`config.mk`:
```
export PLATFORM = sky130hd
export DESIGN_NAME = cvfm_front
export DESIGN_NICKNAME = d
export VERILOG_FILES = /design/src/rtl/core/cvfm_pkg.sv /design/src/rtl/core/cvfm_front.sv
export SDC_FILE = /design/constraint.sdc
export NUM_CORES = 1
export LEC_CHECK = 0
export BUFFER_PORTS_ARGS = -buffer_cell sky130_fd_sc_hd__clkbuf_2
export CAP_MARGIN = 0
export CORE_ASPECT_RATIO = 1.4
export CORE_MARGIN = 8
export CORE_UTILIZATION = 40
export DETAILED_ROUTE_END_ITERATION = 8
export HOLD_SLACK_MARGIN = 0.05
export PLACE_DENSITY_LB_ADDON = 0.2
export SYNTH_ARGS = -nofsm -noshare
export SYNTH_HDL_FRONTEND = slang
export SYNTH_SLANG_ARGS = --single-unit
export TNS_END_PERCENT = 100
```
`constraint.sdc`:
```
create_clock -name i_clk -period 6.93 [get_ports i_clk]
set_input_delay 1.386 -clock i_clk [delete_from_list [all_inputs] [get_ports i_clk]]
set_output_delay 1.386 -clock i_clk [all_outputs]
set_load 0.01 [all_outputs]
```
`src/rtl/core/cvfm_pkg.sv`:
```
package cvfm_pkg;

    localparam int unsigned COORD_W   = 32;
    localparam int unsigned OFS_W     = COORD_W + 1;
    localparam int unsigned RAD_W     = 31;
    localparam int unsigned CNT_W     = 7;
    localparam int unsigned FRAC_W    = 17;
    localparam int unsigned QUO_W     = FRAC_W - 1;
    localparam int unsigned CFG_IDX_W = 3;
    localparam int unsigned STEP_W    = 5;
    localparam int unsigned DIV_CNT_W = 4;

    localparam logic [FRAC_W-1:0] FRAC_ONE  = FRAC_W'(1 << QUO_W);
    localparam logic [FRAC_W-1:0] FRAC_ZERO = '0;

    typedef enum logic [CFG_IDX_W-1:0] {
        CFG_START_X = 3'd0,
        CFG_START_Y = 3'd1,
        CFG_START_Z = 3'd2,
        CFG_END_X   = 3'd3,
        CFG_END_Y   = 3'd4,
        CFG_END_Z   = 3'd5,
        CFG_RADIUS  = 3'd6,
        CFG_DIMS    = 3'd7
    } t_cfg_idx;

    typedef enum logic [1:0] {
        DIMS_NONE = 2'd0,
        DIMS_ERR  = 2'd1,
        DIMS_2D   = 2'd2,
        DIMS_3D   = 2'd3
    } t_dims;

    // offsets from the segment start, two's complement
    typedef struct packed {
        logic [OFS_W-1:0] ax;
        logic [OFS_W-1:0] ay;
        logic [OFS_W-1:0] az;
        logic [OFS_W-1:0] dx;
        logic [OFS_W-1:0] dy;
        logic [OFS_W-1:0] dz;
        logic [RAD_W-1:0] radius;
        t_dims            dims;
        logic             d_zero;
        logic             last;
    } t_vtx_job;

    typedef struct packed {
        logic [CNT_W-1:0] inside_total;
        logic [CNT_W-1:0] vertex_total;
        logic             dim_error;
    } t_cell_sum;

endpackage

```
`src/rtl/core/cvfm_front.sv`:
```
module cvfm_front (
    input  logic                                i_clk,
    input  logic                                i_rst_n,
    input  logic                                i_cfg_valid,
    output logic                                o_cfg_ready,
    input  logic [cvfm_pkg::CFG_IDX_W-1:0]      i_cfg_index,
    input  logic [cvfm_pkg::COORD_W-1:0]        i_cfg_data,
    input  logic [cvfm_pkg::COORD_W-1:0]        i_vert_x,
    input  logic [cvfm_pkg::COORD_W-1:0]        i_vert_y,
    input  logic [cvfm_pkg::COORD_W-1:0]        i_vert_z,
    input  logic                                i_cell_last,
    output cvfm_pkg::t_vtx_job                  o_job
);

    import cvfm_pkg::*;

    logic [COORD_W-1:0] r_start_x;
    logic [COORD_W-1:0] r_start_y;
    logic [COORD_W-1:0] r_start_z;
    logic [COORD_W-1:0] r_end_x;
    logic [COORD_W-1:0] r_end_y;
    logic [COORD_W-1:0] r_end_z;
    logic [RAD_W-1:0]   r_radius;
    t_dims              r_dims;
    logic [OFS_W-1:0]   dx;
    logic [OFS_W-1:0]   dy;
    logic [OFS_W-1:0]   dz;

    assign o_cfg_ready = 1'b1;

    always_ff @(posedge i_clk) begin
        if (!i_rst_n) begin
            r_start_x <= '0;
            r_start_y <= '0;
            r_start_z <= '0;
            r_end_x   <= COORD_W'(32'h0001_0000);
            r_end_y   <= '0;
            r_end_z   <= '0;
            r_radius  <= RAD_W'(32'h0001_0000);
            r_dims    <= DIMS_3D;
        end else if (i_cfg_valid) begin
            case (i_cfg_index)
                CFG_START_X: r_start_x <= i_cfg_data;
                CFG_START_Y: r_start_y <= i_cfg_data;
                CFG_START_Z: r_start_z <= i_cfg_data;
                CFG_END_X:   r_end_x   <= i_cfg_data;
                CFG_END_Y:   r_end_y   <= i_cfg_data;
                CFG_END_Z:   r_end_z   <= i_cfg_data;
                CFG_RADIUS:  r_radius  <= i_cfg_data[RAD_W-1:0];
                CFG_DIMS:    r_dims    <= t_dims'(i_cfg_data[1:0]);
                default: ;
            endcase
        end
    end

    // offsets are exact in one extra bit
    assign dx = {r_end_x[COORD_W-1], r_end_x} - {r_start_x[COORD_W-1], r_start_x};
    assign dy = {r_end_y[COORD_W-1], r_end_y} - {r_start_y[COORD_W-1], r_start_y};
    assign dz = {r_end_z[COORD_W-1], r_end_z} - {r_start_z[COORD_W-1], r_start_z};

    always_comb begin
        o_job.ax     = {i_vert_x[COORD_W-1], i_vert_x} - {r_start_x[COORD_W-1], r_start_x};
        o_job.ay     = {i_vert_y[COORD_W-1], i_vert_y} - {r_start_y[COORD_W-1], r_start_y};
        o_job.az     = {i_vert_z[COORD_W-1], i_vert_z} - {r_start_z[COORD_W-1], r_start_z};
        o_job.dx     = dx;
        o_job.dy     = dy;
        o_job.dz     = dz;
        o_job.radius = r_radius;
        o_job.dims   = r_dims;
        o_job.d_zero = (dx == '0) && (dy == '0) && (dz == '0);
        o_job.last   = i_cell_last;
    end

endmodule

```
Yosys cells after proc, flatten, opt, wreduce, memory -nomap -nowiden
Cells that the tools add are included.
{"block": "word_totals", "output_inout_bits": 234, "register_bits": 225, "input_bits": 135, "word_cells": 35}
{"block": "op_classes", "eq_ne": 7, "reduce_logical": 14, "n_addsub": 6}
{"op": "32-bit by 32-bit subtractor with 33-bit output", "count": 6}
{"op": "33-bit logical NOT", "count": 3}
{"op": "2-bit AND reduction", "count": 8}
{"op": "3-bit equality test, second input constant", "count": 4}
{"op": "3-bit by 2-bit equality test with 1-bit output, second input constant", "count": 2}
{"op": "3-bit by 1-bit equality test with 1-bit output, second input constant", "count": 1}
{"op": "3-bit logical NOT", "count": 1}
{"op": "1-bit logical AND", "count": 2}

Depth between registers and ports, before layout
{"block": "logic_depth", "word_depth": 4, "ltp_mapped": 15, "depth_no_buf": 15}

Worst setup path before layout
Ideal clock, no wire load.
{"block": "synth_path", "path_type": "register to output", "startpoint": "register r_start_z[4]", "endpoint": "output port o_job[1] (netlist bit)", "t_required_ns": 5.544, "path_buffers": 0, "arrival_ns": 4.645, "setup_slack_ns": 0.899, "stages_incl_launch_ff": 15, "cell_sequence": "dfxtp_1 inv_1 ha_1 a21o_1 and2_1 or4_4 a31o_1 xor2_1 or4_1 or4b_1 or4_1 or4_1 nor4b_2 nand4b_1 nor4b_2"}
{"element": "start, declared", "line": "cvfm_front.sv:19", "text": "logic [COORD_W-1:0] r_start_z;"}
{"element": "start signal, assigned", "line": "cvfm_front.sv:45", "text": "CFG_START_Z: r_start_z <= i_cfg_data;"}
{"element": "end, declared", "line": "cvfm_front.sv:12", "text": "output cvfm_pkg::t_vtx_job o_job"}

==> impl_results.md <==
* Status: finished clean
* Pre-CTS setup slack at 0.240 ns
* Worst Setup End Kind: primary output
* Cell mode on critical path: or4_4
* Fin. max-slew vios at 0
* Cell family with most CP delay: simple AND/OR/NAND/NOR gates
* Fmax at 148 MHz
* Pin count of the biggest net entering global routing at 96
* Mapped Cells at 2,409
* Clk buf depth at 3
* Distinct cell type count after synthesis at 72
* DIE AREA at 52,300 um2
* Initial antenna violation count at 0
* Placed insts at 3,276
* Sequential power share at 30.1%
* Core ar. at 44,800 um2
* Count leader, synth: nand2_1
* Hold path depth at 2
* Multiplexer share of the synthesized area at 0.229%
* Detailed Place HPWL at 53,900 um
* Num CTS Buffers at 25
* Pwr Total at 4430 uW
* Synth Net Count at 2,742
* Layout cells sized above 1 at 17.2%
* Reg2reg end: r_start_y[1]
* Register area share after synthesis at 25.0%
* Mean Syn Cell Area at 7.49 um2
* Arr. time, crit path at 5.37 ns
* Xor and xnor fraction of the mapped netlist area at 7.86%
* Fin cells at 3,323
* CP cell instances: ha_4 -> a21oi_4 -> or2b_1 -> or4_4 -> a31o_1 -> xor2_1 -> or4_1 -> or4b_4 -> or4_4 -> or4_4 -> nor4b_4 -> nand4b_1 -> nor4b_2 -> buf_2
* Cts hold-fix bufs at 0
* Top cells by area, synth: dfxtp_1, ha_1, nand2_1, a21boi_0, xnor2_1
* Global route overflow at 0
* Int Pwr at 2770 uW
* Mapped Area at 18,000 um2
* Flops & latches, synth at 225
* CP max-delay cell: or4_4
* Final setup margin at 0.172 ns
* Crit path time final at 6.76 ns
* Via Count at 18,200
* Adder-Cell Fraction of Synth Area at 14.0%
* Setup violators final at 0
* Final WL at 66,600 um
* Biggest cell delay along the critical path at 0.53 ns
* Final ANT Viol Nets at 0
* Wire per inst at 20.1 um
* Part of the cycle the worst path needs at 97.5%
* Net Sw Power at 1670 uW
* Pwr Density at 207 nW/um2
* DR iter-0 viols at 1,129
* Sw Share at 37.6%
* Post-synth top area share at 25.0%
* VDD IR max at 0.000151 V
* Std cell rows at 92
* CP max FO at 6
* Leakage dissipation at 0.00901 uW
* Hold worst-path end: r_start_y[22]
* Crit path buf inv count at 1
* Clock power share at 31.1%
* Port buffer count at 365
* Post-synthesis compound-gate area fraction at 27.2%
* GRT Resource Usage Total at 24.5%
* CTS Root Cell: clkbuf_16
* Post-Synth Simple-Gate Area at 20.9%
* Vias in the first global route at 18,100
* DRC at 0
* CTS H-tree depth at 1
* First-pass GRT wire length at 102,000 um
* R2R setup slack at 6.13 ns
* Clk_skew at 0 ns
* Clock latency on the worst-skew pair at 0.54 ns
* Relative slew slack at 34.3%
* DR pass1 iterations at 5
* Worst Path Class, Setup: reg2out
* Fin Hold WS at 0.462 ns
* Reg2reg path depth at 2
* CTS tree: built
* Die X at 196 um
* Startpoint types: flop
* Area delta synth->final at 18.8%
* Finished Core Util at 47.9%
* Fin. Hold Viols at 0
* Worst min path class: reg2reg
* NumNets Final at 3,074
* Comb power frac at 38.8%
* Area leader, netlist: dfxtp_1
* Die Ht at 267 um
* IO Pins at 369
* Fraction of registers with async set/reset at 0%
* CTS sink count at 225
* Diode count at 0
* Final GP Congestion at 0.916
* Post-synth EDFFs at 0
* Worst-Margin Slew at 0.984 ns
* Initial Util at 40.3%
* Most common flop cell mapped by yosys: dfxtp_1
* Top post-synthesis cells by count: nand2_1, dfxtp_1, a21boi_0
* Worst r2r src: r_start_y[1]
* Avg Vias per Cell at 5.46
* Reg clk slew, reported paths at 0.06 ns
* FILL cells at 4,512
* HP Start: r_start_y[22]
* Synth warn at 0
* Largest family of logic cells by synthesized area: compound AO/OA/AOI/OAI gates
* Max-Cap Viols at 0
* Critical path required time at 5.54 ns
[state kept, by name (all words and copies together), names as in the netlist]
| register | flops |
|---|---|
| r_start_y | 32 |
| r_end_y | 32 |
| r_end_x | 32 |
| r_start_z | 32 |
| r_start_x | 32 |
| r_radius | 31 |
| r_end_z | 32 |
| r_dims | 2 |
[logic make-up (layout without fill, tap and decap cells)]
kind of cell	count (synthesis)	count (layout)
other	1	1
buffers and inverters	231	581
AND/OR/NAND/NOR	856	856
adder cells (fa/ha/maj)	198	198
multiplexers	4	4
AO/OA/AOI/OAI	732	732
flip-flops	225	225
XOR/XNOR	162	162
[how the worst max path moves through the flow]
stage | from | to | slack (ns) | cells past startpoint
2_1_floorplan | r_start_z[4] | o_job[1] | 0.90 | 14
5_1_grt | r_end_y[0] | o_job[1] | -0.03 | 16
3_5_place_dp | r_start_z[2] | o_job[1] | 0.24 | 15
4_1_cts | r_start_z[7] | o_job[1] | 0.01 | 15
6_report | r_end_z[7] | o_job[1] | 0.17 | 14
3_3_place_gp | r_start_z[7] | o_job[1] | 0.26 | 15
[layout make-up]
cell class              count  area, um2  area share, %
repair buffers            386       1990           9.27
multi-input cells        1953      12800           59.9
flip-flops and latches    225       4510           21.0
inverters                 150        563           2.63
clock buffers              35        713           3.33
clock inverters            10        114          0.531
well taps                 564        706           3.29
[cell usage in the layout (no fill, tap or decap), types with 25 or more instances in the layout]
cell type	synthesis	layout
nand2b_1	25	25
ha_1	192	187
xor2_1	50	50
dfxtp_1	225	221
a21oi_1	163	161
nor2_1	102	98
xnor2_1	112	112
a21o_1	67	67
clkbuf_2	0	363
nor2b_1	25	25
a21boi_0	224	224
nand3_1	29	28
nor3_1	38	36
o21a_1	40	40
inv_1	150	147
nand2_1	531	531
clkbuf_16	0	25
o21ai_0	86	86
[power groups by stage]
stage | logic [uW] | registers, uW | clock network (uW)
3_3_place_gp | 1680 | 1360 | 0
2_1_floorplan | 992 | 1360 | 0
3_5_place_dp | 1700 | 1360 | 0
4_1_cts | 1710 | 1340 | 1410
6_report | 1720 | 1340 | 1380
5_1_grt | 1860 | 1340 | 1450
[metrics by stage]
step	TNS, ns	area [um2]
after global placement	0	20500
after detailed placement	0	20500
after global routing	-0.0349	21400
after CTS	0	21400
final	0	21400
after floorplan	0	18000
[timing repair]
action / 4_1_cts / 5_1_grt
pin swaps: 7 / 12
gates resized for setup: 16 / 15
setup buffers: 0 / 2
cloned: 0 / 0
setup endpoints to repair: 1 / 1
[metal layers]
layer / vias to the layer above / global-route usage, % / wire [um] / share of wire [%]
li1: 9036 / - / - / -
met1: 8546 / 29.2 / 28300 / 42
met2: 473 / 44.3 / 32900 / 49
met3: 102 / 3.32 / 3150 / 4.7
met4: 0 / 8.78 / 2250 / 3.4
met5: - / 0 / 0 / 0
[worst min-delay path: stages, from the launching register on]
cell	delay, ns
dfxtp_1	0.31
nand2_1	0.04
a21boi_0	0.06
No activity file was read; power rests on OpenSTA's default activity.
