`config.mk`:
```
export PLATFORM = sky130hd
export DESIGN_NAME = cvfm_fifo
export DESIGN_NICKNAME = d
export VERILOG_FILES = /design/src/rtl/core/cvfm_fifo.sv
export SDC_FILE = /design/constraint.sdc
export NUM_CORES = 1
export LEC_CHECK = 0
export BUFFER_PORTS_ARGS = -buffer_cell sky130_fd_sc_hd__buf_2
export CORE_UTILIZATION = 40
export CTS_CLUSTER_SIZE = 8
export DETAILED_ROUTE_END_ITERATION = 10
export SYNTH_ARGS = -nofsm -noshare
export SYNTH_HDL_FRONTEND = slang
export SYNTH_SLANG_ARGS = --single-unit
```
`constraint.sdc`:
```
create_clock -name i_clk -period 2.01 [get_ports i_clk]
set_input_delay 0.402 -clock i_clk [delete_from_list [all_inputs] [get_ports i_clk]]
set_output_delay 0.402 -clock i_clk [all_outputs]
set_load 0.1 [all_outputs]
```
`src/rtl/core/cvfm_fifo.sv`:
```
module cvfm_fifo #(
    parameter int unsigned WIDTH = 8,
    parameter int unsigned DEPTH = 2
) (
    input  logic             i_clk,
    input  logic             i_rst_n,
    input  logic             i_push,
    input  logic [WIDTH-1:0] i_data,
    output logic             o_full,
    input  logic             i_pop,
    output logic [WIDTH-1:0] o_data,
    output logic             o_empty
);

    localparam int unsigned PTR_W = (DEPTH > 1) ? $clog2(DEPTH) : 1;
    localparam int unsigned LVL_W = $clog2(DEPTH + 1);

    logic [WIDTH-1:0] r_mem [DEPTH];
    logic [PTR_W-1:0] r_wr_ptr;
    logic [PTR_W-1:0] r_rd_ptr;
    logic [LVL_W-1:0] r_level;
    logic             do_push;
    logic             do_pop;

    assign o_full  = (r_level == LVL_W'(DEPTH));
    assign o_empty = (r_level == '0);
    assign do_push = i_push && !o_full;
    assign do_pop  = i_pop && !o_empty;
    assign o_data  = r_mem[r_rd_ptr];

    always_ff @(posedge i_clk) begin
        if (!i_rst_n) begin
            r_wr_ptr <= '0;
            r_rd_ptr <= '0;
            r_level  <= '0;
        end else begin
            if (do_push) begin
                r_wr_ptr <= (r_wr_ptr == PTR_W'(DEPTH - 1)) ? '0 : r_wr_ptr + 1'b1;
            end
            if (do_pop) begin
                r_rd_ptr <= (r_rd_ptr == PTR_W'(DEPTH - 1)) ? '0 : r_rd_ptr + 1'b1;
            end
            if (do_push && !do_pop) begin
                r_level <= r_level + 1'b1;
            end else if (do_pop && !do_push) begin
                r_level <= r_level - 1'b1;
            end
        end
    end

    always_ff @(posedge i_clk) begin
        if (do_push) begin
            r_mem[r_wr_ptr] <= i_data;
        end
    end

endmodule

```
After elaboration in Yosys (flattened, before gate mapping)
Memory sizes are Yosys's and may differ from the RTL's. A register that Yosys moved wholly into a read port is not among the register bits.
Cells that the tools add are included.

word-level totals
  output and inout port bits = 10
  logic and storage cells = 27
  register bits after elaboration = 4
  memories kept = 1
  RAM bits = 16

cells by class
  mux-type cells = 8
  add/subtract/negate cells = 4
  equality and inequality tests = 1
  reductions and logical operators = 10

memories
  memory  words  width  read ports  clocked after Yosys merged registers in  wr ports  RTL line  RTL
  r_mem   2      8      1           1                                        1         18        logic [WIDTH-1:0] r_mem [DEPTH];

operators by type and width
  operator                                                            count
  1-bit 2-to-1 mux                                                    6
  1-bit logical AND                                                   4
  1-bit logical NOT                                                   4
  2-bit 2-to-1 mux                                                    2
  1-bit adder, second input constant                                  2
  2-bit by 1-bit adder with 2-bit output, second input constant       1
  2-bit equality test, second input constant                          1
  2-bit logical NOT                                                   1
  2-bit nonzero test                                                  1
  2-bit by 1-bit subtractor with 2-bit output, second input constant  1

Logic depth before layout (Yosys ltp)
Gate-level depths: netlist (run 1).

  depth in word-level cells = 7
  gate-level depth with buffers = 7
  gate-level depth less buffers = 7

Worst setup path after synthesis (run 1)
OpenSTA, ideal clock, no wires.

  path type = flip-flop to output port
  from = register r_level[0]
  to = output port o_empty
  buffers on the path = 0
  slack = 14 ps
  stages on the path, launching flop included = 2
  data required time = 1,608 ps
  arrival = 1,594 ps
  cell sequence = dfxtp_1 -> nor2_1

between the ends
  word-level cells in the longest chain between the ends = 1

ends and longest elaborated chain
  element                 RTL line  RTL
  start, declared         21        logic [LVL_W-1:0] r_level;
  start signal, assigned  44        r_level <= r_level + 1'b1;
  start signal, assigned  46        r_level <= r_level - 1'b1;
  2-bit logical NOT       26        assign o_empty = (r_level == '0);
  end, declared           12        output logic o_empty

No other way between the ends.

==> results by group, run 1 <==
CTS
  • Reg clk slew, reported paths: 0.11 ns
  • # resized after CTS: 0
  • Skew-Pair Late Insertion Delay: between 0.2 and 0.3 ns
  • Clock Path Buffers: 2
  • Post-CTS Setup Repair Bufs: 0
  • Num Clock Sinks: 21
  • Hold_buf cts: 0
  • CTS tree: built
  • Max H-tree Level: 1
  • Clk root buf: clkbuf_4
  • CTS Buf Count: 3

Route
  • WL per Instance: 10.8 um
  • DRC viols: 0
  • Vias per inst: 4.50
  • Drt pass-1 iters: 2
  • DRT iter0 DRCs: 6
  • WL final: 1.08 mm
  • Final ANT Viol Nets: 0
  • DR vias: 450

Yosys
  • Post-synthesis sequential area ratio: a little under three quarters
  • Syn. warnings: 0
  • Asr flop ratio synth: 0%
  • Syn Nets: 63
  • Post-synth EDFFs: 16
  • Mapped cell area: 810 um2
  • FF+latch count, synth: 21
  • Main flop type after synthesis: edfxtp_1
  • Mapped Cells: 50
  • Yosys cell types: 20
  • Avg Cell Area, Syn: around 16 um2

Layout
  • Area Overhead vs Synth: 20.4%
  • Final std cells w/o fill: 100
  • ANT cells: 0
  • Layout cells sized above 1: 46.7%
  • Reg area: 581 um2
  • Footprint of the multi-input gates: approximately 220 um2
  • Fin nets: 89
  • Fill cells: 170

Placement
  • IO buf count: 21
  • Placed Cells: between 90 and 100
  • Hpwl dp: 807 um
  • RePlAce Congestion: between 0.6 and 0.7
  • Pre-CTS setup slack: 0.417 ns

Run
  • Max-Cap Viols: 0

STA
  • RSZ-0062 raised after global routing: false
  • Minimum clock period: about 1.9 ns
  • Fin Setup TNS: 0 ns
  • Slew headroom: 67.7%
  • Hold WS: just under 0.3 ns
  • Final hold violation count: 0
  • Max Freq: ~0.53 GHz
  • Setup Skew: 0.00705 ns
  • Pins Over Slew Limit: 0
  • Setup violators final: 0
  • Least-Margin Pin Slew: 0.488 ns
  • Share of the clock period used by the worst path after layout: a little over nine tenths
  • Post-route setup slack: 0.111 ns

Worst setup path
  • Worst setup EP type: output pin
  • Worst setup SP type: register
  • Arrival time worst endpoint: 1.50 ns
  • CP max FO: 8
  • Critical path start-end classification: register to output pin
  • Required time worst endpoint: between 1.5 and 2 ns

Die
  • Chip width: between 40 and 50 um
  • Std cell rows: 15
  • Core Area: 1800 um2
  • Die area: 2210 um2
  • IO Pins: 22
  • Die height: between 40 and 50 um
  • Initial core utilization: 44.9%

Global routing
  • Vias in the first global route: between 300 and 400
  • Largest net degree at the start of global routing: 12
  • Grt total ovfl: 0
  • Initial antenna violation count: 0
  • Global-route wire length before repair: 1.50 mm
  • GRT Total Usage: 10.4%

Min path
  • Hold Path Class: input pin to register

Status
  • Outcome: finished, final reports clean
[state kept, by name, summed over array words and instances, names as in the netlist, named ones only]
register,cells
r_level,2
r_mem,16
r_rd_ptr,1
r_wr_ptr,1
[worst max-delay path, cell delays in order (launching register included)]
cell	delay (ns)
dfxtp_1	0.54
mux2_2	0.38
buf_2	0.29
[cell usage in the layout, fill, tap and decap left out]
cell type and instances:
buf_2 21, edfxtp_1 16, mux2_2 8, dfxtp_1 5, and2_1 3, clkbuf_4 3, nor2_1 2, xnor2_1 2
nand2b_1 1, inv_2 1, inv_1 1, o21ai_1 1, and3_1 1, nor3_2 1, a21boi_0 1, o21a_1 1
xor2_1 1, o21ai_0 1, or3_1 1, a21boi_1 1, ha_1 1, clkbuf_1 1, buf_4 1
[area by class of cell]
class	count	area share [%]
Sequential cell	21	59.6
Multi-Input combinational cell	26	22.2
Timing Repair Buffer	22	11.6
Tap cell	25	3.21
Clock buffer	4	2.70
Inverter	2	0.770
[synth_stat cells, types with 2 or more instances]
cell type,instances,share of area [%]
xnor2_1,2,2.2
mux2_2,8,11
edfxtp_1,16,59
nor2_1,2,0.93
and2_1,3,2.3
dfxtp_1,5,12
[worst paths after layout]
check,from,end,slack [ns],depth (start not counted)
setup / recovery,register,o_data[0],0.11,2
hold / removal,i_data[7],r_mem[0][7],0.29,1
setup reg to reg,r_level[0],r_level[1],0.45,6
hold reg to reg,r_level[1],r_level[1],0.55,2
[layer usage]
layer	GRT usage, %	up-vias	part of all wire (%)
met4	3.43	0	0
met2	17.5	12	49
met3	3.46	0	5.7
met1	12.6	207	46
li1	-	231	-
met5	0	-	0
[through the flow]
stage / utilization, % / cell area, um2
detailed placement: 52.6 / 948
global placement: 52.6 / 948
global route: 54.1 / 975
floorplan: - / 810
CTS: 54.1 / 975
finish: 54.1 / 975
[cells by family after synthesis]
group / share of synthesized area (%)
AOI/OAI and AO/OA: 4.02
xor gates and xnor gates: 3.25
adders and majority gates: 1.55
buffers and inverters: 1.54
DFF: 71.7
muxes: 11.1
and+or+nand+nor: 6.80
Power of run 1 is left out: the tool's default activity adds up to more than one toggle a clock period on the data nets, which glitch-free logic cannot reach.
==> run 2, diff against run 1 <==
Settings changed: CORE_MARGIN set to 3.
==> run 2 against run 1 <==
Against the previous run:
- sequential share of layout area down 0.53 points
- via count is 2.7% higher
- die area up 18%
- hold slack got worse by 0.010 ns
- non-clock buffer count grew 1
- count of clock-buffer cells in the layout decreased by 1
- maximum frequency is 0.50% lower
- cell area is 0.90% higher
- clock skew is 0.0022 ns lower
- register-to-register slack hardly changed
- final cell count is 1.0% higher
- critical path depth unchanged
- critical path type unchanged
==> results by group, run 2 (same netlist as run 1, synthesis figures left out) <==
Worst setup path
  • CP Depth: 2 (unchanged)
  • Crit path max-delay cell type: dfxtp_1 (unchanged)
  • Reg2reg start: r_level[0] (unchanged)
  • Critical path start-end classification: register to output pin (unchanged)
  • Worst setup SP type: register (unchanged)
  • R2R cell count: 6 (unchanged)
  • CP top delay family: flip-flops (unchanged)
  • RR Endpoint: r_level[1] (unchanged)
  • Arrival time worst endpoint: 1.51 ns (was 1.50 ns)
  • R2r setup slk: 0.46 ns (was 0.45 ns)
  • CP peak stage delay: 0.55 ns (was 0.54 ns)
  • Worst setup path end: o_data[7] (was o_data[0])
  • Required time worst endpoint: 1.61 ns (about the same)
  • Worst path buffer plus inverter count: 1 (unchanged)
  • Worst setup EP type: output pin (unchanged)
  • CP max FO: 8 (unchanged)
  • Cells along the critical path: mux2_2, buf_2 (unchanged)

CTS
  • Skew-Pair Late Insertion Delay: 0.29 ns (about the same)
  • Reg clk slew, reported paths: 0.11 ns (about the same)
  • Clock Path Buffers: 2 (unchanged)
  • # resized after CTS: 0 (unchanged)
  • Post-CTS Setup Repair Bufs: 0 (unchanged)
  • Max H-tree Level: 1 (unchanged)
  • CTS tree: built (unchanged)
  • Hold_buf cts: 0 (unchanged)
  • CTS Buf Count: 3 (unchanged)
  • Num Clock Sinks: 21 (unchanged)
  • Clk root buf: clkbuf_4 (unchanged)

STA
  • Slew headroom: 67.6% (was 67.7%)
  • Hold WS: 0.284 ns (was 0.294 ns)
  • Max Freq: 0.524 GHz (was 0.527 GHz)
  • Fin Setup TNS: 0 ns (unchanged)
  • Post-route setup slack: 0.102 ns (was 0.111 ns)
  • Final hold violation count: 0 (unchanged)
  • Setup violators final: 0 (unchanged)
  • Setup Skew: 0.00484 ns (was 0.00705 ns)
  • Minimum clock period: 1.91 ns (was 1.90 ns)
  • RSZ-0062 raised after global routing: false (unchanged)
  • Share of the clock period used by the worst path after layout: 94.9% (was 94.5%)
  • Pins Over Slew Limit: 0 (unchanged)
  • Least-Margin Pin Slew: 0.490 ns (was 0.488 ns)

Global routing
  • Grt total ovfl: 0 (unchanged)
  • Vias in the first global route: 444 (was 369)
  • Global-route wire length before repair: 1.81 mm (was 1.50 mm)
  • GRT Total Usage: 9.68% (was 10.4%)
  • Largest net degree at the start of global routing: 13 (was 12)
  • Initial antenna violation count: 0 (unchanged)

Route
  • Final ANT Viol Nets: 0 (unchanged)
  • DR vias: 462 (was 450)
  • DRT iter0 DRCs: 4 (was 6)
  • Vias per inst: 4.57 (was 4.50)
  • DRC viols: 0 (unchanged)
  • Drt pass-1 iters: 2 (unchanged)
  • WL per Instance: 11.1 um (was 10.8 um)
  • WL final: 1.12 mm (was 1.08 mm)

Layout
  • Area Overhead vs Synth: 21.5% (was 20.4%)
  • Biggest register: r_mem (unchanged)
  • ANT cells: 0 (unchanged)
  • Final core utilization: 54.0% (was 54.1%)
  • Commonest non-fill, non-tap cells in the layout: buf_2 (21), edfxtp_1 (16), mux2_2 (8), dfxtp_1 (5) (unchanged)
  • Fill cells: 171 (was 170)
  • Reg area: 581 um2 (unchanged)
  • Most common cell after layout, fill and taps aside: buf_2 (unchanged)
  • Layout cells sized above 1: 48.7% (was 46.7%)
  • Footprint of the multi-input gates: 216 um2 (unchanged)
  • Biggest regs: r_mem x16, r_level x2 (unchanged)
  • Fin nets: 90 (was 89)
  • Max reg flops: 16 (unchanged)

Min path
  • Min-delay src: i_data[0] (was i_data[7])
  • Hold Path Class: input pin to register (unchanged)

Placement
  • Hpwl dp: 819 um (was 807 um)
  • RePlAce Congestion: 0.725 (was 0.681)
  • IO buf count: 21 (unchanged)
  • Pre-CTS setup slack: 0.408 ns (was 0.417 ns)

Die
  • Core Area: 1820 um2 (was 1800 um2)
  • Initial core utilization: 44.5% (was 44.9%)
  • Chip width: 51.0 um (was 47.0 um)
  • Std cell rows: 15 (unchanged)
  • Die area: 2600 um2 (was 2210 um2)
  • IO Pins: 22 (unchanged)
  • Die height: 51.0 um (was 47.0 um)

Run
  • Max-Cap Viols: 0 (unchanged)

Status
  • Outcome: finished, final reports clean (unchanged)
## run 2: layer usage
metal | GRT usage, % | part of all wire [%]
met2 | 15.2 | 45
met5 | 0 | 0
met4 | 5.38 | 0.45
met3 | 3.21 | 7.0
met1 | 11.6 | 47
## run 2: worst min path at each step
stage                  endpoint  slack [ns]  depth (start not counted)
floorplan            r_level[1]        0.48                          2
global placement     r_level[1]        0.51                          2
detailed placement   r_level[1]        0.51                          2
CTS                 r_mem[0][4]        0.28                          1
global route        r_mem[0][2]        0.27                          1
finish              r_mem[1][0]        0.28                          1
## run 2: cell type report
cell class,count,area share [%]
clock buffer,3,2.29
sequential,21,59.0
clock inverter,1,0.509
inverter,2,0.763
tap,25,3.18
multi-input combinational,26,22.0
timing repair buffer,23,12.2
## run 2: stage by stage
step                cell area [um2]  std cells
finish                          983        101
global route                    983        101
CTS                             983        101
detailed placement              956         97
global placement                956         97
floorplan                       810         50
Power of run 2 is left out for the same reason.
