$ cat src/rtl/core/cvfm_pkg.sv
package cvfm_pkg;

    localparam int unsigned COORD_W   = 32;
    localparam int unsigned OFS_W     = COORD_W + 1;
    localparam int unsigned RAD_W     = 31;
    localparam int unsigned CNT_W     = 7;
    localparam int unsigned FRAC_W    = 17;
    localparam int unsigned QUO_W     = FRAC_W - 1;
    localparam int unsigned CFG_IDX_W = 3;
    localparam int unsigned STEP_W    = 5;
    localparam int unsigned DIV_CNT_W = 4;

    localparam logic [FRAC_W-1:0] FRAC_ONE  = FRAC_W'(1 << QUO_W);
    localparam logic [FRAC_W-1:0] FRAC_ZERO = '0;

    typedef enum logic [CFG_IDX_W-1:0] {
        CFG_START_X = 3'd0,
        CFG_START_Y = 3'd1,
        CFG_START_Z = 3'd2,
        CFG_END_X   = 3'd3,
        CFG_END_Y   = 3'd4,
        CFG_END_Z   = 3'd5,
        CFG_RADIUS  = 3'd6,
        CFG_DIMS    = 3'd7
    } t_cfg_idx;

    typedef enum logic [1:0] {
        DIMS_NONE = 2'd0,
        DIMS_ERR  = 2'd1,
        DIMS_2D   = 2'd2,
        DIMS_3D   = 2'd3
    } t_dims;

    // offsets from the segment start, two's complement
    typedef struct packed {
        logic [OFS_W-1:0] ax;
        logic [OFS_W-1:0] ay;
        logic [OFS_W-1:0] az;
        logic [OFS_W-1:0] dx;
        logic [OFS_W-1:0] dy;
        logic [OFS_W-1:0] dz;
        logic [RAD_W-1:0] radius;
        t_dims            dims;
        logic             d_zero;
        logic             last;
    } t_vtx_job;

    typedef struct packed {
        logic [CNT_W-1:0] inside_total;
        logic [CNT_W-1:0] vertex_total;
        logic             dim_error;
    } t_cell_sum;

endpackage

$ cat src/rtl/core/cvfm_frac.sv
module cvfm_frac (
    input  logic                           i_clk,
    input  logic                           i_rst_n,
    input  logic                           i_sum_valid,
    input  cvfm_pkg::t_cell_sum            i_sum,
    output logic                           o_sum_ready,
    output logic                           o_empty,
    input  logic                           i_pop,
    output logic [cvfm_pkg::FRAC_W-1:0]    o_inside_fraction,
    output logic [cvfm_pkg::CNT_W-1:0]     o_inside_total,
    output logic [cvfm_pkg::CNT_W-1:0]     o_vertex_total,
    output logic                           o_dim_error
);

    import cvfm_pkg::*;

    typedef enum logic [1:0] {
        FR_IDLE,
        FR_DIV,
        FR_HOLD
    } t_fr_state;

    t_fr_state            r_state;
    t_fr_state            n_state;
    t_cell_sum            r_sum;
    logic [CNT_W-1:0]     r_rem;
    logic [QUO_W-1:0]     r_quo;
    logic [DIV_CNT_W-1:0] r_cnt;
    logic [FRAC_W-1:0]    r_frac;
    logic [CNT_W:0]       rem2;
    logic [CNT_W:0]       rem_sub;
    logic                 q_bit;
    logic                 sum_take;
    logic                 div_step;
    logic                 div_done;
    logic                 trivial;

    // restoring division, one quotient bit per cycle; remainder stays below the divisor
    assign rem2     = {r_rem, 1'b0};
    assign rem_sub  = rem2 - {1'b0, r_sum.vertex_total};
    assign q_bit    = (rem2 >= {1'b0, r_sum.vertex_total});
    assign div_done = (r_cnt == DIV_CNT_W'(QUO_W - 1));
    assign trivial  = (i_sum.inside_total >= i_sum.vertex_total) || (i_sum.inside_total == '0);

    always_comb begin
        n_state = r_state;
        case (r_state)
            FR_IDLE: begin
                if (i_sum_valid) begin
                    n_state = trivial ? FR_HOLD : FR_DIV;
                end
            end
            FR_DIV: begin
                if (div_done) begin
                    n_state = FR_HOLD;
                end
            end
            FR_HOLD: begin
                if (i_pop) begin
                    n_state = FR_IDLE;
                end
            end
            default: n_state = FR_IDLE;
        endcase
    end

    always_comb begin
        o_sum_ready = 1'b0;
        o_empty     = 1'b1;
        sum_take    = 1'b0;
        div_step    = 1'b0;
        case (r_state)
            FR_IDLE: begin
                o_sum_ready = 1'b1;
                sum_take    = i_sum_valid;
            end
            FR_DIV: begin
                div_step = 1'b1;
            end
            FR_HOLD: begin
                o_empty = 1'b0;
            end
            default: ;
        endcase
    end

    always_ff @(posedge i_clk) begin
        if (!i_rst_n) begin
            r_state <= FR_IDLE;
        end else begin
            r_state <= n_state;
        end
    end

    always_ff @(posedge i_clk) begin
        if (sum_take) begin
            r_sum  <= i_sum;
            r_rem  <= i_sum.inside_total;
            r_quo  <= '0;
            r_cnt  <= '0;
            r_frac <= (i_sum.inside_total >= i_sum.vertex_total) ? FRAC_ONE : FRAC_ZERO;
        end else if (div_step) begin
            r_rem <= q_bit ? rem_sub[CNT_W-1:0] : rem2[CNT_W-1:0];
            r_quo <= {r_quo[QUO_W-2:0], q_bit};
            r_cnt <= r_cnt + 1'b1;
            if (div_done) begin
                r_frac <= {1'b0, r_quo[QUO_W-2:0], q_bit};
            end
        end
    end

    assign o_inside_fraction = r_frac;
    assign o_inside_total    = r_sum.inside_total;
    assign o_vertex_total    = r_sum.vertex_total;
    assign o_dim_error       = r_sum.dim_error;

endmodule

$ cat config.mk
export PLATFORM = sky130hd
export DESIGN_NAME = cvfm_frac
export DESIGN_NICKNAME = d
export VERILOG_FILES = /design/src/rtl/core/cvfm_pkg.sv /design/src/rtl/core/cvfm_frac.sv
export SDC_FILE = /design/constraint.sdc
export NUM_CORES = 1
export LEC_CHECK = 0
export ABC_AREA = 0
export BUFFER_PORTS_ARGS = -buffer_cell sky130_fd_sc_hd__buf_2
export CAP_MARGIN = 20
export CORE_ASPECT_RATIO = 0.5
export CORE_MARGIN = 2
export CORE_UTILIZATION = 30
export CTS_CLUSTER_SIZE = 40
export DETAILED_ROUTE_END_ITERATION = 7
export GPL_TIMING_DRIVEN = 0
export SLEW_MARGIN = 20
export SYNTH_ARGS = -nofsm -noshare
export SYNTH_HDL_FRONTEND = slang
export SYNTH_SLANG_ARGS = --single-unit
$ cat constraint.sdc
create_clock -name i_clk -period 7.1 [get_ports i_clk]
set_input_delay 1.42 -clock i_clk [delete_from_list [all_inputs] [get_ports i_clk]]
set_output_delay 1.42 -clock i_clk [all_outputs]
set_load 0.02 [all_outputs]
* Word-level counts from Yosys, hierarchy flattened
Index checks and enable logic that the tools add are counted.
Word-level totals: register bits after elaboration 60, logic and storage cells 41, input bits 19, output and inout port bits 34
Operators by class: muxes and demuxes 16, reduce and logical (&&, ||, !) cells 7, add/subtract/negate cells 2, equal/unequal tests 6, order comparisons 2
Operators by type and width (number):
- $mux 17 | 4
- $mux 7 | 3
- $ge 8x7->1 | 1
- $mux 2 | 4
- $ge 7x7->1 | 1
- $logic_not 7->1 | 1
- $sub 7x7->7 | 1
- $ne 2x2->1 const B | 3
- $pmux 2 s3 | 1
- $add 4x1->4 const B | 1
- $eq 4x4->1 const B | 1
- $mux 1 | 4
- $reduce_bool 2->1 | 2
- $reduce_and 3->1 | 1
- $eq 2x1->1 const B | 1
- $eq 2x2->1 const B | 1
- $logic_not 2->1 | 1
- $reduce_and 2->1 | 1
- $logic_or 1x1->1 | 1

* Logic depth before layout (Yosys ltp)
Gate-level depths: netlist (run 1).
depth in word-level cells 5, mapped depth 9, depth with buffers taken out 8

* Least setup slack after synthesis (run 1)
No wires, ideal clock.
path kind input port to flip-flop, start in i_sum_valid, end reg r_sum, in the netlist o_dim_error, enable pin, path buffers 1, slack 4372 ps, data arrival time 2343 ps, library setup time 385 ps, required time 6715 ps, stages 3, cells stage by stage nand2_1 -> clkinv_1 -> clkbuf_1
On the way: word-level cells in the longest chain between the ends 1
RTL lines:
- start, declared | line cvfm_frac.sv:4 | input logic i_sum_valid,
- $mux 1 | line cvfm_frac.sv:72 | case (r_state)
- named net sum_take | line cvfm_frac.sv:33 | logic sum_take;
- end signal, assigned | line cvfm_frac.sv:97 | r_sum <= i_sum;
- end, declared | line cvfm_frac.sv:25 | t_cell_sum r_sum;
The timed path passes the listed nets, and every way through them passes these cells. A chain may end at the register's enable or synchronous reset.

* Final worst setup path (run 1)
start reg r_sum, in the netlist o_vertex_total[0], end reg r_rem[3], data pin
On the way: word-level cells in the longest chain between the ends 4, elaborated cells between the ends (all ways) 5, classes of those cells add/sub: 1; order compare: 1; mux: 3
RTL lines:
- $sub 7x7->7 / $ge 8x7->1 (equally long branches) | line cvfm_frac.sv:40, cvfm_frac.sv:41
- $mux 7 (*) | line cvfm_frac.sv:103 | r_rem <= q_bit ? rem_sub[CNT_W-1:0] : rem2[CNT_W-1:0];
- $mux 7 (*) | line cvfm_frac.sv:102 | end else if (div_step) begin
- $mux 7 (*) | line cvfm_frac.sv:96 | if (sum_take) begin
- end signal, assigned | line cvfm_frac.sv:98 | r_rem <= i_sum.inside_total;
- end signal, assigned | line cvfm_frac.sv:103
- end, declared | line cvfm_frac.sv:26 | logic [CNT_W-1:0] r_rem;
Mark *: on every way between the ends. The rest lies on a longest branch, timed or not. The select of a mux whose other input is x is not followed.

==> results of run 1 <==
==> Yosys cell counts (all sizes together) (3+ instances only) <==
cell type  count  area, sq um
mux2i          4        40.04
nor2          17        63.81
o21ai          9        45.04
inv           14        52.55
nand2         39        146.4
dfxtp         21        420.4
edfxtp        39         1171
nor2b          3        18.77
nand2b         3        18.77
a211oi         3        27.52
a21oi         25        125.1
clkbuf         8        30.03
xor2           5        43.79
and2          16        100.1
ha            15        187.7
==> stage by stage <==
step | utilization | std cells | setup slack (ps) | cell area, sq um | hold WS, ps
2_1_floorplan | - | 249 | 4372 | 2733 | 431.7
3_3_place_gp | 0.3580 | 418 | 3820 | 3139 | 437.4
3_5_place_dp | 0.3597 | 419 | 3755 | 3154 | 452.9
4_1_cts | 0.3993 | 435 | 4102 | 3501 | 461.8
5_1_grt | 0.3994 | 435 | 4345 | 3502 | 478.6
6_report | 0.3994 | 435 | 4494 | 3502 | 458.5
==> critical path, cell delays in order, from the launching register on <==
cell and delay [ps]:
edfxtp_1 420, inv_1 110, fa_1 490, o21ai_1 210, a211oi_2 120, a2111oi_4 450, buf_6 220, mux2i_1 240
a21oi_1 90
==> layout by cell type (no fill, tap or decap), types with 2 or more instances in the layout <==
cell type / Yosys / final
a21oi_1: 25 / 25
mux2i_1: 4 / 4
nand2b_1: 3 / 3
inv_1: 14 / 14
o21ai_0: 7 / 6
nand2_1: 39 / 39
and2_1: 16 / 16
buf_6: 1 / 2
o211ai_1: 2 / 2
a21o_1: 2 / 2
nand3_1: 2 / 2
buf_2: 0 / 52
o22ai_1: 2 / 2
edfxtp_1: 39 / 39
clkbuf_8: 0 / 2
ha_1: 15 / 15
clkbuf_1: 8 / 8
xor2_1: 5 / 5
dfxtp_1: 21 / 21
clkbuf_16: 0 / 10
a211oi_1: 2 / 2
nor2_1: 17 / 17
xnor2_1: 2 / 2
nor2b_1: 3 / 3
o21ai_1: 2 / 2
bufinv_16: 0 / 2
==> state kept, by name, summed over array words and instances (netlist names) <==
| register | count |
|---|---|
| o_vertex_total | 7 |
| r_quo | 15 |
| r_rem | 7 |
| o_inside_fraction | 17 |
| r_state | 2 |
| o_inside_total | 7 |
| r_cnt | 4 |
| o_dim_error | 1 |
==> cells by family after synthesis <==
logic type / count (synthesis) / synth area share
DFF: 60 / 0.5824
muxes: 5 / 0.01877
AOI/OAI and AO/OA: 50 / 0.1158
adders and majority gates: 16 / 0.07601
xor gates and xnor gates: 7 / 0.02244
buffers and inverters: 24 / 0.03571
and+or+nand+nor: 87 / 0.1488
==> final timing paths <==
check	slack, ps	cells after the start	to
worst min-delay path	460	2	r_quo[14]$_SDFFE_PP0P_
worst min register to register	460	2	r_quo[14]$_SDFFE_PP0P_
worst max-delay path	4490	8	r_rem[3]$_DFFE_PP_
worst max register to register	4490	8	r_rem[3]$_DFFE_PP_
==> routing by layer <==
layer	track usage	up-vias	routed length (um)
li1	-	994	-
met1	0.1297	964	2428
met2	0.2031	36	2924
met3	0.04679	10	183
met4	0.05387	0	105
met5	0	-	0
==> final cells by class <==
class / count / area, sq um / share of cell area
buffer: 9 / 42.54 / 0.01215
clock buffer: 13 / 281.5 / 0.08039
clock inverter: 3 / 65.06 / 0.01858
inverter: 15 / 56.30 / 0.01608
multi-input combinational: 165 / 1047 / 0.2990
sequential: 60 / 1592 / 0.4544
tap: 117 / 146.4 / 0.04180
timing repair buffer: 53 / 271.5 / 0.07753
==> power groups by stage <==
stage,Sequential (mW),Combinational (mW),Clock (mW)
after detailed placement,0.452,0.278,0
final,0.445,0.278,0.487
after global routing,0.451,0.305,0.516
after floorplan,0.471,0.177,0
after CTS,0.445,0.280,0.498
after global placement,0.451,0.264,0
==> results.json, run 1 <==
{
  "status": "finished clean",
  "post-cts-setup-buffer-count": 0,
  "cts_buffers": 9,
  "nFillCells": 858,
  "core_area_sq_um": 8768,
  "clk_pin_slew_ps": 50,
  "synthArstFlopShare": 0,
  "required_ps": 7150,
  "synth_edf_count": 39,
  "drtIter0Drc": 112,
  "ys_seq_area_frac": 0.5824,
  "die_h_um": 71.49,
  "p_switching_mw": 0.3323,
  "netlist_instances": 249,
  "final_max_slew_viol_count": 0,
  "power.density_nw_per_um2": 345.7,
  "drtPass1Iterations": 4,
  "cap_violations": 0,
  "vias": 2004,
  "nNetsFinal": 348,
  "wl_mm": 5.641,
  "clock_sinks": 60,
  "clock.fmax_mhz": 383.8,
  "cts_root_buf": "clkbuf_16",
  "grt_pass1_vias": 1954,
  "tightest_slew_ps": 579.9,
  "chipWidth_um": 139.0,
  "startpoint": "o_vertex_total[0]$_DFFE_PP_",
  "comb_power_share": 0.230,
  "internal_power_mw": 0.8783,
  "drc": 0,
  "ys_warn_count": 0,
  "tns_ps": 0,
  "min_period_ps": 2606,
  "hold_class": "flip-flop to flip-flop",
  "path_max_fanout": 10,
  "grt_use_total": 0.1172,
  "path_class": "flip-flop to flip-flop",
  "ios": 53,
  "hold_buffers": 0,
  "hp-start": "r_quo[14]$_SDFFE_PP0P_",
  "ir_drop_uv": 113.1,
  "n_antenna_cell": 0,
  "wl_per_cell_um": 12.97,
  "gp_routability_congestion": 0.7582,
  "p_total_mw": 1.211,
  "p_leak_nw": 1.445,
  "clockBufferDepth": 2,
  "startpoint_type": "flip-flop",
  "syn_area_sq_um": 2733,
  "vias_per_cell": 4.607,
  "ys.flop_type": "edfxtp_1",
  "clockPowerShare": 0.402,
  "grt_pass1_wl_mm": 9.087,
  "finalSetupViolations": 0,
  "share_seq_of_total_power": 0.368,
  "clock_latency_ps": 320,
  "antenna_found_initial": 0,
  "syn_area_per_cell_sq_um": 10.97,
  "end_kind": "flip-flop",
  "swShare": 0.2745,
  "rsz0062_at_grt": "no",
  "cts_tree": "yes",
  "post_cts_resized": 0,
  "ys_ff_latch": 60,
  "die_area_sq_um": 9934,
  "fp-row-count": 24,
  "skew_ps": 5.231,
  "hpwl_mm": 4.092,
  "drtAntennaViolNets": 0,
  "synth.net_count": 284,
  "slew_headroom": 0.6134,
  "synthDistinctLibCells": 40,
  "r2r-start": "o_vertex_total[0]$_DFFE_PP_",
  "fin_crit_sh": 0.3670,
  "layout-drive-gt1-share": 0.2358,
  "arrival_ps": 2660,
  "portBuffers": 52,
  "gr-total-overflow": 0,
  "syn_to_final_growth_pct": 28.16,
  "hold_viol_final": 0,
  "start_util": 0.3116,
  "htree_levels": 3,
  "grt_max_degree": 25
}
Power figures use the tool's default switching activity.
==> run 2, diff against run 1 <==
- ABC_AREA: 0 -> 1
- clock period: 7.1 -> 2.59 ns (I/O delays scaled with it)
==> run 2 against run 1 <==
Effect of this change:
- design area up 0.71%
- fmax up 37%
- wire length up 2.0%
- sequential share of layout area down 0.32 points
- synthesized cell count up 18%
- global-route usage up 0.25 points
- worst setup slack worse by 3800 ps
- largest cell class unchanged
- largest power group is now sequential cells
==> results.json, run 2 <==
{
  "drtPass1Iterations": 4,
  "htree_levels": 3,
  "synth_edf_count": 39,
  "status": "finished clean",
  "synth_top_area_cell": "edfxtp_1",
  "wl_per_cell_um": 11.87,
  "required_ps": 2670,
  "grt_use_total": 0.1198,
  "hold_viol_final": 0,
  "final_max_slew_viol_count": 0,
  "clock.fmax_mhz": 527.1,
  "r2r-start": "o_vertex_total[0]$_DFFE_PP_",
  "core_area_sq_um": 9321,
  "finalSetupViolations": 0,
  "synth_top_area_frac": 0.4131,
  "grt_max_degree": 25,
  "hp-start": "i_sum[0]",
  "p_leak_nw": 1.617,
  "tightest_slew_ps": 580.3,
  "finalNonFillerCells": 485,
  "arrival_ps": 1970,
  "hold_buffers": 0,
  "drtIter0Drc": 86,
  "ys.flop_type": "edfxtp_1",
  "post-cts-setup-buffer-count": 0,
  "wl_mm": 5.756,
  "die_h_um": 72.74,
  "layout-drive-gt1-share": 0.2418,
  "clk_pin_slew_ps": 50,
  "synth_common_cells": "nand2_1 (52), inv_1 (44), edfxtp_1 (39)",
  "dp_cells": 469,
  "slew_headroom": 0.6132,
  "syn_to_final_growth_pct": 24.40,
  "chipWidth_um": 141.5,
  "fin_crit_sh": 0.7324,
  "syn_area_per_cell_sq_um": 9.611,
  "ys_ff_latch": 60,
  "grt_pass1_wl_mm": 9.411,
  "ios": 53,
  "synthArstFlopShare": 0,
  "post_cts_resized": 0,
  "die_area_sq_um": 10290,
  "cts_buffers": 9,
  "fp-row-count": 25,
  "cap_violations": 0,
  "cts_root_buf": "clkbuf_16",
  "antenna_found_initial": 0,
  "ys_warn_count": 0,
  "synthMostInstantiatedCell": "nand2_1",
  "path_max_fanout": 7,
  "cp_slowest_cell": "fa_1",
  "grt_pass1_vias": 2065,
  "path_class": "flip-flop to flip-flop",
  "drc": 0,
  "rsz0062_at_grt": "no",
  "n_antenna_cell": 0,
  "startpoint_type": "flip-flop",
  "syn_area_sq_um": 2835,
  "largest_register_ffs": 17,
  "power.density_nw_per_um2": 1017,
  "drtAntennaViolNets": 0,
  "clockBufferDepth": 2,
  "nNetsFinal": 394,
  "ys_seq_area_frac": 0.5613,
  "end_kind": "flip-flop",
  "critical-path-max-stage-delay_ps": 490,
  "crit_top_cell": "nand2_1",
  "start_util": 0.3042,
  "vias_per_cell": 4.441,
  "layout_commonest_cell": "buf_2",
  "path_cells": "inv_1 -> fa_1 -> nand3_1 -> nand3_1 -> nand2_2 -> nand2_4 -> nand2_4 -> nand2_1 -> nand2_1 -> nand2_1",
  "gr-total-overflow": 0,
  "synthDistinctLibCells": 33,
  "hpwl_mm": 4.197,
  "startpoint": "o_vertex_total[0]$_DFFE_PP_",
  "synth_area_leaders": "edfxtp_1 (41%), dfxtp_1 (15%), nand2_1 (6.9%)",
  "netlist_instances": 295,
  "clock_latency_ps": 320,
  "clock_sinks": 60,
  "portBuffers": 52,
  "whs_ps": 378.4,
  "layout_common_cells": "buf_2 (56), nand2_1 (52), inv_1 (44)",
  "min_period_ps": 1897,
  "ir_drop_uv": 339.5,
  "synth.net_count": 330,
  "hold_class": "input port to flip-flop",
  "vias": 2154,
  "skew_ps": 6.415,
  "cts_tree": "yes",
  "gp_routability_congestion": 0.7557
}
## run 2: final timing paths
kind / depth (start not counted) / slack [ps] / end
hold / removal: 1 / 380 / o_dim_error$_DFFE_PP_
setup reg to reg: 10 / 690 / r_rem[5]$_DFFE_PP_
setup / recovery: 10 / 690 / r_rem[5]$_DFFE_PP_
hold reg to reg: 2 / 450 / r_quo[14]$_SDFFE_PP0P_
## run 2: routing by layer
layer,share of wire,track usage,wire length (um)
met5,0,0,0
met4,0.017,0.05000,98
met3,0.039,0.03806,222
met2,0.48,0.2104,2785
met1,0.46,0.1381,2649
## run 2: cells by family (layout without fill, tap and decap cells)
kind of cell,after synthesis,count (layout),share of synthesized area
fa+ha+maj,16,16,0.07326
xor+xnor,2,2,0.006179
buf+inv,54,123,0.08032
flops,60,60,0.5613
compound gates,48,48,0.09489
simple gates,115,115,0.1840
## run 2: power breakdown
part           switching [mW]  internal (mW)
Sequential             0.0937           1.30
Clock                   0.385          0.667
Combinational           0.720          0.421
## run 2: layout make-up
| cell class | count | area [sq um] |
|---|---|---|
| buffer | 8 | 55.05 |
| clock buffer | 13 | 250.2 |
| clock inverter | 3 | 15.01 |
| fill | 931 | 5794 |
| inverter | 46 | 172.7 |
| multi-input combinational | 181 | 1020 |
| sequential | 60 | 1592 |
| tap | 121 | 151.4 |
| timing repair buffer | 53 | 271.5 |
## run 2: critical path: cells and delay by family (launching register included)
family / cells / cell delay, ps
buf+inv: 1 / 110
fa+ha+maj: 1 / 490
flops: 1 / 340
simple gates: 8 / 710
## run 2: metrics by stage
stage                 util  setup WS [ps]  power [mW]  setup TNS, ps  cell area [sq um]
global placement    0.3483         -593.0       2.541         -10070               3247
floorplan                -          126.8       2.267              0               2835
global route        0.3784          549.9       3.847              0               3527
CTS                 0.3784          674.2       3.630              0               3527
finish              0.3784          693.0       3.586              0               3527
detailed placement  0.3499          691.4       2.557              0               3262
